[src/hw/rtl/tbsl_pkg.sv]
// Shared types and constants of the tag block store.
// Depends on nothing; the other RTL files, tbsl_ram apart, refer to it by scoped names.
`default_nettype none

package tbsl_pkg;

  localparam int NUM_BLOCKS  = 64;
  localparam int MAX_RESULTS = 64;
  localparam int ADDR_W      = (NUM_BLOCKS > 1) ? $clog2(NUM_BLOCKS) : 1;
  localparam int CNT_W       = 9;
  localparam int DATA_W      = 32;
  localparam int ENTRY_W     = DATA_W + 2;

  localparam logic [CNT_W-1:0] NUM_BLOCKS_C  = CNT_W'(NUM_BLOCKS);
  localparam logic [CNT_W-1:0] MAX_RESULTS_C = CNT_W'(MAX_RESULTS);

  localparam logic [1:0] LOCK_USER    = 2'b01;
  localparam logic [1:0] LOCK_FACTORY = 2'b10;

  localparam logic [2:0] OP_READ_SINGLE  = 3'd0;
  localparam logic [2:0] OP_WRITE_SINGLE = 3'd1;
  localparam logic [2:0] OP_LOCK_BLOCK   = 3'd2;
  localparam logic [2:0] OP_READ_MULTI   = 3'd3;
  localparam logic [2:0] OP_SEC_STATUS   = 3'd4;

  typedef struct packed {
    logic [2:0]        opcode;
    logic [7:0]        block_address;
    logic [7:0]        count_minus_one;
    logic [DATA_W-1:0] write_word;
    logic              option_flag;
    logic              addressed_flag;
    logic              length_ok;
  } cmd_item_t;

  typedef struct packed {
    logic              error_flag;
    logic [7:0]        lock_byte;
    logic              lock_valid;
    logic [DATA_W-1:0] block_word;
    logic              data_valid;
    logic              last;
  } rsp_item_t;

  // controller -> datapath
  typedef struct packed {
    logic capture;   // latch the command being transferred
    logic load_err;  // load generic error response
    logic rd;        // read entry at current block
    logic load_res;  // format response from read entry
    logic wr;        // write entry at current block
    logic advance;   // step to next block
  } dp_cmd_t;

  // datapath -> controller
  typedef struct packed {
    logic       acc_drop;  // incoming command gives no response and no update, unless acc_err is set
    logic       acc_err;   // incoming command gives an error response
    logic [2:0] op;        // latched opcode
    logic       unlocked;  // read entry has both lock bits clear
    logic       more;      // blocks remain after the current one
  } dp_status_t;

endpackage

`default_nettype wire

[src/hw/rtl/tag_block_store_with_locks.sv]
// Block memory of a vicinity tag with per-block user and factory locks. It takes
// one parsed command per transfer on cmd and returns zero or more response items
// on rsp, the final one marked by last. A command that touches a block takes one
// entry access: it is captured, its block is read from the RAM (registered
// read), then checked and formatted, and the response item is offered until it
// is taken. Read multiple and security status repeat read, format and offer for
// each block. An addressed read with a start block past the end is answered
// with the error item from the cycle after the transfer. Writes and lock
// commands update the RAM in the format cycle; a lock or a refused write holds
// cmd_ready low through the read and check states, while a dropped command
// leaves cmd_ready high. The block takes one command at a time: cmd_ready is
// high only while no command is in progress.
// Data and lock bits share one RAM entry per block; a valid bit per entry, cleared
// by reset, makes every block read as zero data and unlocked until written, so
// no clearing pass is needed after reset.
// Depends on tbsl_pkg, tbsl_ctrl, tbsl_dp (which holds tbsl_ram).
`default_nettype none

module tag_block_store_with_locks (
  input  wire logic                 clk,
  input  wire logic                 rst,
  // command channel
  input  wire logic                 cmd_valid,
  output logic                      cmd_ready,
  input  wire tbsl_pkg::cmd_item_t  cmd,
  // response channel
  output logic                      rsp_valid,
  input  wire logic                 rsp_ready,
  output tbsl_pkg::rsp_item_t       rsp
);

  tbsl_pkg::dp_cmd_t    ctl;
  tbsl_pkg::dp_status_t status;

  // sequencing: capture, read, format, offer
  tbsl_ctrl u_ctrl (
    .clk       (clk),
    .rst       (rst),
    .cmd_valid (cmd_valid),
    .cmd_ready (cmd_ready),
    .rsp_valid (rsp_valid),
    .rsp_ready (rsp_ready),
    .status    (status),
    .ctl       (ctl)
  );

  // command registers, block RAM and response register
  tbsl_dp u_dp (
    .clk    (clk),
    .rst    (rst),
    .cmd    (cmd),
    .ctl    (ctl),
    .status (status),
    .rsp    (rsp)
  );

endmodule

`default_nettype wire

[src/hw/rtl/tbsl_ram.sv]
// Generic single-write, single-read RAM with registered read data.
// Standalone; no package dependency.
`default_nettype none

module tbsl_ram #(
  parameter int WIDTH = 8,
  parameter int DEPTH = 16
) (
  input  wire logic                                     clk,
  input  wire logic                                     we,
  input  wire logic [((DEPTH > 1) ? $clog2(DEPTH) : 1)-1:0] waddr,
  input  wire logic [WIDTH-1:0]                         wdata,
  input  wire logic                                     re,
  input  wire logic [((DEPTH > 1) ? $clog2(DEPTH) : 1)-1:0] raddr,
  output logic      [WIDTH-1:0]                         rdata
);

  logic [WIDTH-1:0] mem [DEPTH];

  always_ff @(posedge clk) begin
    if (we) begin
      mem[waddr] <= wdata;
    end
    if (re) begin
      rdata <= mem[raddr];
    end
  end

endmodule

`default_nettype wire

[src/hw/rtl/tbsl_ctrl.sv]
// Sequencing state machine of the tag block store.
// Depends on tbsl_pkg; drives the datapath through dp_cmd_t.
`default_nettype none

module tbsl_ctrl (
  input  wire logic                  clk,
  input  wire logic                  rst,
  input  wire logic                  cmd_valid,
  output logic                       cmd_ready,
  output logic                       rsp_valid,
  input  wire logic                  rsp_ready,
  input  wire tbsl_pkg::dp_status_t  status,
  output tbsl_pkg::dp_cmd_t          ctl
);

  localparam logic [1:0] S_IDLE = 2'd0;
  localparam logic [1:0] S_READ = 2'd1;
  localparam logic [1:0] S_EVAL = 2'd2;
  localparam logic [1:0] S_OUT  = 2'd3;

  logic [1:0] state;
  logic [1:0] state_next;
  logic       multi;

  assign multi = (status.op == tbsl_pkg::OP_READ_MULTI) ||
                 (status.op == tbsl_pkg::OP_SEC_STATUS);

  always_comb begin
    state_next = state;
    ctl        = '0;
    cmd_ready  = 1'b0;
    rsp_valid  = 1'b0;
    case (state)
      S_IDLE: begin
        cmd_ready = 1'b1;
        if (cmd_valid) begin
          ctl.capture = 1'b1;
          if (status.acc_err) begin
            ctl.load_err = 1'b1;
            state_next   = S_OUT;
          end else if (!status.acc_drop) begin
            state_next = S_READ;
          end
        end
      end
      S_READ: begin
        ctl.rd     = 1'b1;
        state_next = S_EVAL;
      end
      S_EVAL: begin
        state_next = S_IDLE;
        case (status.op)
          tbsl_pkg::OP_READ_SINGLE,
          tbsl_pkg::OP_READ_MULTI,
          tbsl_pkg::OP_SEC_STATUS: begin
            ctl.load_res = 1'b1;
            state_next   = S_OUT;
          end
          tbsl_pkg::OP_WRITE_SINGLE: begin
            if (status.unlocked) begin
              ctl.wr       = 1'b1;
              ctl.load_res = 1'b1;
              state_next   = S_OUT;
            end
          end
          tbsl_pkg::OP_LOCK_BLOCK: begin
            ctl.wr = status.unlocked;
          end
          default: begin
            state_next = S_IDLE;
          end
        endcase
      end
      S_OUT: begin
        rsp_valid = 1'b1;
        if (rsp_ready) begin
          if (multi && status.more) begin
            ctl.advance = 1'b1;
            state_next  = S_READ;
          end else begin
            state_next = S_IDLE;
          end
        end
      end
      default: begin
        state_next = S_IDLE;
      end
    endcase
  end

  always_ff @(posedge clk) begin
    if (rst) begin
      state <= S_IDLE;
    end else begin
      state <= state_next;
    end
  end

endmodule

`default_nettype wire

[src/hw/rtl/tbsl_dp.sv]
// Datapath of the tag block store: command registers, block RAM with
// per-entry valid bits, and the response register. Depends on tbsl_pkg, tbsl_ram.
`default_nettype none

module tbsl_dp (
  input  wire logic                 clk,
  input  wire logic                 rst,
  input  wire tbsl_pkg::cmd_item_t  cmd,
  input  wire tbsl_pkg::dp_cmd_t    ctl,
  output tbsl_pkg::dp_status_t      status,
  output tbsl_pkg::rsp_item_t       rsp
);

  // latched command
  logic [2:0]                    op;
  logic [tbsl_pkg::ADDR_W-1:0]   cur_addr;
  logic [tbsl_pkg::CNT_W-1:0]    remaining;
  logic [tbsl_pkg::DATA_W-1:0]   word;
  logic                          opt;

  // entry valid bits; an entry never written reads as zero
  logic [tbsl_pkg::NUM_BLOCKS-1:0] valid;
  logic                            rd_valid;
  logic [tbsl_pkg::ENTRY_W-1:0]    ram_q;
  logic [tbsl_pkg::ENTRY_W-1:0]    entry;
  logic [tbsl_pkg::ENTRY_W-1:0]    wr_entry;
  logic [1:0]                      locks;
  logic [tbsl_pkg::DATA_W-1:0]     data;
  logic [7:0]                      lock_code;

  // incoming command decode
  logic                          in_range;
  logic                          op_ok;
  logic [tbsl_pkg::CNT_W-1:0]    room;
  logic [tbsl_pkg::CNT_W-1:0]    req_cnt;
  logic [tbsl_pkg::CNT_W-1:0]    clip_room;
  logic [tbsl_pkg::CNT_W-1:0]    rem_init;
  logic                          is_last;

  tbsl_pkg::rsp_item_t           rsp_next;

  assign in_range  = {1'b0, cmd.block_address} < tbsl_pkg::NUM_BLOCKS_C;
  assign op_ok     = cmd.opcode <= tbsl_pkg::OP_SEC_STATUS;
  assign room      = tbsl_pkg::NUM_BLOCKS_C - {1'b0, cmd.block_address};
  assign req_cnt   = {1'b0, cmd.count_minus_one} + 9'd1;
  assign clip_room = (req_cnt > room) ? room : req_cnt;
  assign rem_init  = !in_range ? 9'd1 :
                     (clip_room > tbsl_pkg::MAX_RESULTS_C) ? tbsl_pkg::MAX_RESULTS_C
                                                           : clip_room;

  assign status.acc_err  = cmd.length_ok && !in_range && cmd.addressed_flag &&
                           ((cmd.opcode == tbsl_pkg::OP_READ_SINGLE) ||
                            (cmd.opcode == tbsl_pkg::OP_READ_MULTI));
  assign status.acc_drop = !cmd.length_ok || !op_ok || !in_range;
  assign status.op       = op;
  assign status.unlocked = (locks == 2'b00);
  assign status.more     = remaining > 9'd1;

  assign entry    = rd_valid ? ram_q : '0;
  assign locks    = entry[tbsl_pkg::ENTRY_W-1 -: 2];
  assign data     = entry[tbsl_pkg::DATA_W-1:0];
  assign is_last  = (remaining == 9'd1);
  assign wr_entry = (op == tbsl_pkg::OP_WRITE_SINGLE) ? {2'b00, word}
                                                      : {tbsl_pkg::LOCK_USER, data};

  // read single reports the strongest lock
  assign lock_code = ((locks & tbsl_pkg::LOCK_FACTORY) != 2'b00) ? {6'b0, tbsl_pkg::LOCK_FACTORY} :
                     ((locks & tbsl_pkg::LOCK_USER) != 2'b00)    ? {6'b0, tbsl_pkg::LOCK_USER}
                                                                 : 8'h00;

  tbsl_ram #(
    .WIDTH (tbsl_pkg::ENTRY_W),
    .DEPTH (tbsl_pkg::NUM_BLOCKS)
  ) u_ram (
    .clk   (clk),
    .we    (ctl.wr),
    .waddr (cur_addr),
    .wdata (wr_entry),
    .re    (ctl.rd),
    .raddr (cur_addr),
    .rdata (ram_q)
  );

  always_ff @(posedge clk) begin
    if (rst) begin
      valid <= '0;
    end else if (ctl.wr) begin
      valid[cur_addr] <= 1'b1;
    end
  end

  always_ff @(posedge clk) begin
    if (ctl.rd) begin
      rd_valid <= valid[cur_addr];
    end
  end

  always_ff @(posedge clk) begin
    if (ctl.capture) begin
      op        <= cmd.opcode;
      cur_addr  <= cmd.block_address[tbsl_pkg::ADDR_W-1:0];
      remaining <= rem_init;
      word      <= cmd.write_word;
      opt       <= cmd.option_flag;
    end else if (ctl.advance) begin
      cur_addr  <= cur_addr + 1'b1;
      remaining <= remaining - 9'd1;
    end
  end

  always_comb begin
    rsp_next = rsp;
    if (ctl.load_err) begin
      rsp_next            = '0;
      rsp_next.error_flag = 1'b1;
      rsp_next.last       = 1'b1;
    end else if (ctl.load_res) begin
      rsp_next = '0;
      case (op)
        tbsl_pkg::OP_READ_SINGLE: begin
          rsp_next.lock_byte  = opt ? lock_code : 8'h00;
          rsp_next.lock_valid = opt;
          rsp_next.block_word = data;
          rsp_next.data_valid = 1'b1;
          rsp_next.last       = 1'b1;
        end
        tbsl_pkg::OP_READ_MULTI: begin
          rsp_next.lock_byte  = opt ? {6'b0, locks} : 8'h00;
          rsp_next.lock_valid = opt;
          rsp_next.block_word = data;
          rsp_next.data_valid = 1'b1;
          rsp_next.last       = is_last;
        end
        tbsl_pkg::OP_SEC_STATUS: begin
          rsp_next.lock_byte  = {6'b0, locks};
          rsp_next.lock_valid = 1'b1;
          rsp_next.last       = is_last;
        end
        default: begin
          // write acknowledge
          rsp_next.last = 1'b1;
        end
      endcase
    end
  end

  always_ff @(posedge clk) begin
    rsp <= rsp_next;
  end

endmodule

`default_nettype wire
[config.mk]
export PLATFORM = sky130hd
export DESIGN_NAME = tag_block_store_with_locks
export DESIGN_NICKNAME = d
export VERILOG_FILES = /design/src/hw/rtl/tbsl_pkg.sv /design/src/hw/rtl/tag_block_store_with_locks.sv /design/src/hw/rtl/tbsl_ram.sv /design/src/hw/rtl/tbsl_ctrl.sv /design/src/hw/rtl/tbsl_dp.sv
export SDC_FILE = /design/constraint.sdc
export NUM_CORES = 2
export LEC_CHECK = 0
export BUFFER_PORTS_ARGS = -buffer_cell sky130_fd_sc_hd__buf_4
export CORE_ASPECT_RATIO = 1.2
export CORE_UTILIZATION = 40
export DETAILED_ROUTE_END_ITERATION = 16
export HOLD_SLACK_MARGIN = 0.15
export PLACE_DENSITY = 0.62
export SYNTH_ARGS = -nofsm -noshare
export SYNTH_HDL_FRONTEND = slang
export SYNTH_SLANG_ARGS = --single-unit
[constraint.sdc]
create_clock -name clk -period 5.3 [get_ports clk]
set_clock_uncertainty 0.1 [all_clocks]
set_input_delay 0.265 -clock clk [delete_from_list [all_inputs] [get_ports clk]]
set_output_delay 0.265 -clock clk [all_outputs]
set_load 0.02 [all_outputs]
After elaboration in Yosys (flattened, before gate mapping)
Memory sizes are Yosys's and may differ from the RTL's. A register that Yosys moved wholly into a read port is not among the register bits. Cells that the tools add are included.

Register bits: 196. Latch bits: 0. Memory bits (writable): 2112. Memory bits (read-only): 0. Bits of input ports: 58. Output and inout bits: 46. Logic and storage cells: 103. Memories: 1.

Add/subtract/negate cells: 4. Multipliers: 0. Div/mod/pow operators: 0. Order comparisons: 7. Equality and inequality tests: 12. Shifts and indexed selects: 0. Mux-type cells: 42. Bitwise logic cells: 1. Reductions and logical operators: 21.

Memories: u_dp.u_ram.mem (words 64, bits a word 33, rd ports 1, clocked after Yosys merged registers in 1, write ports 1, RTL line tbsl_ram.sv:18) `logic [WIDTH-1:0] mem [DEPTH];`.

Operators with widths (number): 2-to-1 mux 33 bit (2); OR 64 bit (1); 2-to-1 mux 9 bit (5); 2-to-1 mux 34 bit (1); case mux 9 bit (3 select lines) (1); 2-to-1 mux 2 bit (9); 2-to-1 mux 8 bit (2); 2-to-1 mux 1 bit (14); 2-to-1 mux 6 bit (2); adder 8 x 1 -> 9 bit (second input constant) (1); equality test 3 x 2 -> 1 bit (second input constant) (3); equality test 9 x 1 -> 1 bit (second input constant) (1); > comparator 9 x 1 -> 1 bit (second input constant) (1); > comparator 9 x 7 -> 1 bit (second input constant) (1); > comparator 9 bit (1); subtractor 7 x 8 -> 9 bit (first input constant) (1); subtractor 9 x 1 -> 9 bit (second input constant) (1); less-than comparator 8 x 7 -> 1 bit (second input constant) (1); case mux 2 bit (4 select lines) (1); less-than comparator 6 x 7 -> 1 bit (second input constant) (1); adder 6 x 1 -> 6 bit (second input constant) (1); binary-select mux 1 bit (select 6 bit) (1); demux 1 bit (select 6 bit) (1); >= comparator 6 x 1 -> 1 bit (second input constant) (1); other kinds (18) (33).

Depth between registers and ports, before layout
Depth after elaboration: 9. Mapped depth: 14. Depth with buffers taken out: 13.

Modules after synthesis
A second synthesis with hierarchy kept.

Cells, all modules: 4545. Area total of the unflattened synthesis: 91472.7 sq um.

Modules (own cells, without submodules): tbsl_ram (times used 1, cells each 3744, area each 84114.4 sq um, seq. area each 66363.6 sq um); tbsl_dp (times used 1, cells each 775, area each 7146.9 sq um, seq. area each 3603.5 sq um); tbsl_ctrl (times used 1, cells each 26, area each 211.5 sq um, seq. area each 40.0 sq um).

Worst setup path before layout
Ideal clock, no wire load.

Path type: register to register. Start point: register u_dp.op[0]. End point: memory u_dp.u_ram.mem[0][2] (netlist bit) (data pin). Arrival: 3.528 ns. Data required time: 4.498 ns. Path slack: 0.970 ns. Stages on the path, launching flop included: 5. Clock period less this slack: 4.330 ns. Cell sequence: edfxtp_1 > nor3b_1 > clkbuf_1 > clkbuf_1 > o21ai_0.

Longest elaborated chain between the ends: 2.

RTL lines: start: declaration (RTL line tbsl_dp.sv:15) `logic [2:0] op;`; start signal: assignment (RTL line tbsl_dp.sv:100) `op <= cmd.opcode;`; equality test 3 x 1 -> 1 bit (RTL line tbsl_dp.sv:63) `assign wr_entry = (op == tbsl_pkg::OP_WRITE_SINGLE) ? {2'b00, word}`; 2-to-1 mux 33 bit (RTL line tbsl_dp.sv:63); named net u_dp.u_ram.wdata[2] (RTL line tbsl_ram.sv:12) `input wire logic [WIDTH-1:0] wdata,`; end: declaration (RTL line tbsl_ram.sv:18).

The timed path passes the listed nets, and every way through them passes these cells.

==> flow_metrics.py <==
metrics = {
    "grt": {
        "grt_overflow": 0,
        "antenna_found_initial": 33,
        "grt_max_degree": 71,
        "grt_pass1_wl_mm": 416,
        "grtUsageTotal_pct": 26.8,
        "grt_pass1_vias": 50706,
    },
    "floorplan": {
        "die_x_um": 432,
        "die_h_um": 517,
        "rows": 188,
        "start_util_pct": 40.4,
        "core_area_mm2": 0.219,
        "ios": 104,
        "die_area_mm2": 0.223,
    },
    "place": {
        "gp_congestion": 0.970,
        "hpwl_mm": 180,
        "io_buffer_count": 96,
        "dp.cells": 8018,
        "dpl_cell_area_mm2": 0.0949,
    },
    "worst_hold_path": {
        "min-delay-path-class": "primary input to register",
        "holdCritStartpoint": "cmd[50]",
    },
    "setup_path": {
        "crit_family": "compound AO/OA/AOI/OAI gates",
        "worstPathArrival_ps": 5290,
        "cp_max_fo": 60,
        "crit_path_frequent_cell": "buf_12",
        "worstSetupStartpoint": "u_dp.cur_addr[1]",
        "worst-path-buf-inv": 3,
        "crit_slowest_cell": "o21ai_0",
        "cp_cell_sequence": "buf_12 -> buf_12 -> nor2b_4 -> buf_4 -> a221oi_1 -> nor2_1 -> o21ai_0 -> o211ai_1 -> or4_1",
        "cpPeakStageDelay_ps": 1200,
        "startpoint_type": "register",
        "critical_path_class": "register to register",
        "crit_required_ps": 5810,
        "cp-end-kind": "register",
        "worstReg2RegStart": "u_dp.cur_addr[1]",
    },
    "clock_tree": {
        "htree_num_levels": 4,
        "numCtsBuffers": 207,
        "ctsRootBufferMaster": "clkbuf_16",
        "clk_pin_slew_worst_paths_ps": 70,
        "cts_tree": "yes",
        "postCtsSetupRepairBufs": 0,
        "clock_latency_ps": 890,
        "cts_sinks": 2300,
        "cts.path.max_buffers": 3,
    },
    "timing": {
        "fin_crit_sh_pct": 90.2,
        "setup_tns_ps": 0,
        "rsz0062_at_grt": "no",
        "tightest_slew_ps": 1570,
        "final-setup-viol-count": 0,
        "slew_violations": 2,
        "clock.fmax_mhz": 209,
        "final_hold_viol_count": 0,
        "period_needed_ps": 4780,
        "slew-limit-headroom_pct": -5.68,
    },
    "route": {
        "drc_errors": 0,
        "drt_first_pass_iters": 9,
        "via_per_inst": 6.29,
        "ant_nets": 0,
        "num_vias": 53592,
        "route.detailed.wl_per_inst_um": 35.8,
        "drt_wl_total_mm": 305,
        "drt_iter0_drc": 8668,
    },
    "logic_synthesis": {
        "synth_edf_count": 2197,
        "synth.largest_area_cell": "edfxtp_1",
        "yosys-top-cells-count": "2197 x edfxtp_1, 373 x nor2_1, 241 x a221oi_1",
        "syn_avg_cell_area_um2": 17.6,
        "ys_dominant_reg_cell": "edfxtp_1",
        "synth_top_area_share_pct": 74.5,
        "postSynthCellCount": 5021,
        "synthTopCellsByArea": "edfxtp_1 74%, mux4_2 3.8%, a221oi_1 2.4%",
        "async_reset_ff_share_pct": 0,
        "synth_warnings": 0,
        "synth_seq_area_share_pct": 76.8,
        "yosysMostFrequentCell": "edfxtp_1",
        "synth-seq-cells": 2300,
        "syn-cell-area_mm2": 0.0886,
        "synth.distinct_cells": 86,
    },
    "final_layout": {
        "nNetsFinal": 5454,
        "n_fill_cell": 18414,
        "layout-drive-gt1-share_pct": 20.4,
        "syn_to_final_growth_pct": 15.6,
        "stdcell_count": 8515,
        "postLayoutCellArea_mm2": 0.102,
    },
    "status": {
        "violations": "capacitance limit, slew limit",
        "status": "complete, but fails checks",
    },
    "pwr": {
        "power_leakage_uw": 0.0329,
        "vdd_drop_max_uv": 330,
        "cellPowerDensity_mw_per_mm2": 390,
    },
    "run": {
        "cap_violations": 1,
    },
}
## logic make-up after synthesis
group	share of synthesized area [%]
adder cells (fa/ha/maj)	0.212
AND/OR/NAND/NOR	3.56
other	0.00423
multiplexers	8.18
AO/OA/AOI/OAI	8.87
buffers and inverters	2.11
flip-flops	76.8
XOR/XNOR	0.247
## placed cells by master, fill, tap and decap left out, drive strengths merged, types with 16 or more instances in the layout
cell,netlist,layout
buf,235,394
a221o,54,54
a22oi,168,168
clkbuf,113,279
mux2i,196,196
dlygate4sd3,0,99
a31oi,27,27
nor2,373,373
o211ai,16,16
a222oi,19,19
edfxtp,2197,2197
inv,16,22
a32oi,32,32
nand2,228,228
a21oi,111,111
o21ai,151,151
clkinv,0,89
mux4,148,148
mux2,173,173
o22ai,102,102
dfxtp,103,103
a22o,44,44
a221oi,242,242
nand3,18,18
## final cells by class
| class | instances | area [um^2] | share of cell area (%) |
|---|---|---|---|
| timing repair buffer | 493 | 4460 | 4.36 |
| inverter | 16 | 70.1 | 0.0684 |
| sequential | 2300 | 68000 | 66.5 |
| antenna | 13 | 32.5 | 0.0318 |
| multi-input combinational | 2363 | 19700 | 19.2 |
| clock buffer | 279 | 5660 | 5.52 |
| clock inverter | 106 | 756 | 0.738 |
| tap | 2945 | 3680 | 3.60 |
## worst paths after layout
path | endpoint | slack (ps) | depth (start not counted)
setup / recovery | u_dp.u_ram.rdata[6] | 520 | 9
hold / removal | u_dp.remaining[6] | 200 | 5
setup reg to reg | u_dp.u_ram.rdata[6] | 520 | 9
hold reg to reg | u_dp.rsp[43] | 370 | 1
## tightest hold or removal path, delay by kind of cell
| kind | cells | cell delay [ps] |
|---|---|---|
| buffers and inverters | 2 | 180 |
| AND/OR/NAND/NOR | 2 | 400 |
| AO/OA/AOI/OAI | 1 | 130 |
## sequential cells by signal, indices dropped and copies added (netlist names)
signal / cells
u_ctrl.state: 2
u_dp.word: 32
u_dp.op: 3
u_dp.rsp: 37
u_dp.valid: 64
u_dp.opt: 1
u_dp.u_ram.mem: 2112
u_dp.remaining: 9
u_dp.u_ram.rdata: 33
u_dp.rd_valid: 1
u_dp.cur_addr: 6
## stage by stage
| stage | hold WS (ps) | setup slack, ps | util, % | power (uW) |
|---|---|---|---|---|
| 2_1_floorplan | 264 | 970 | - | 23300 |
| 3_3_place_gp | 341 | 1200 | 43.3 | 25600 |
| 3_5_place_dp | 344 | 1280 | 43.3 | 25600 |
| 4_1_cts | 176 | 942 | 46.7 | 39800 |
| 5_1_grt | 220 | 590 | 46.7 | 40700 |
| 6_report | 200 | 517 | 46.7 | 40000 |
## repair_timing
| action | CTS | global route |
|---|---|---|
| hold buffers | 99 | 0 |
| resized for setup | 0 | 0 |
| endpoints found under the hold margin | 149 | 0 |
## report_power, final
part	internal [uW]	switching, uW	leakage, uW
Combinational	1560	3580	0.00886
Clock	7780	6690	0.00313
Sequential	20200	154	0.0209
Total	29500	10400	0.0329
## routing by layer
metal | global-route usage, % | vias up | share of wire [%]
met3 | 6.60 | 815 | 12
met5 | 0 | - | 0.048
met4 | 17.3 | 22 | 7.4
met1 | 33.7 | 27491 | 35
li1 | - | 21194 | -
met2 | 41.5 | 4070 | 45
(Power assumes the default switching activity.)
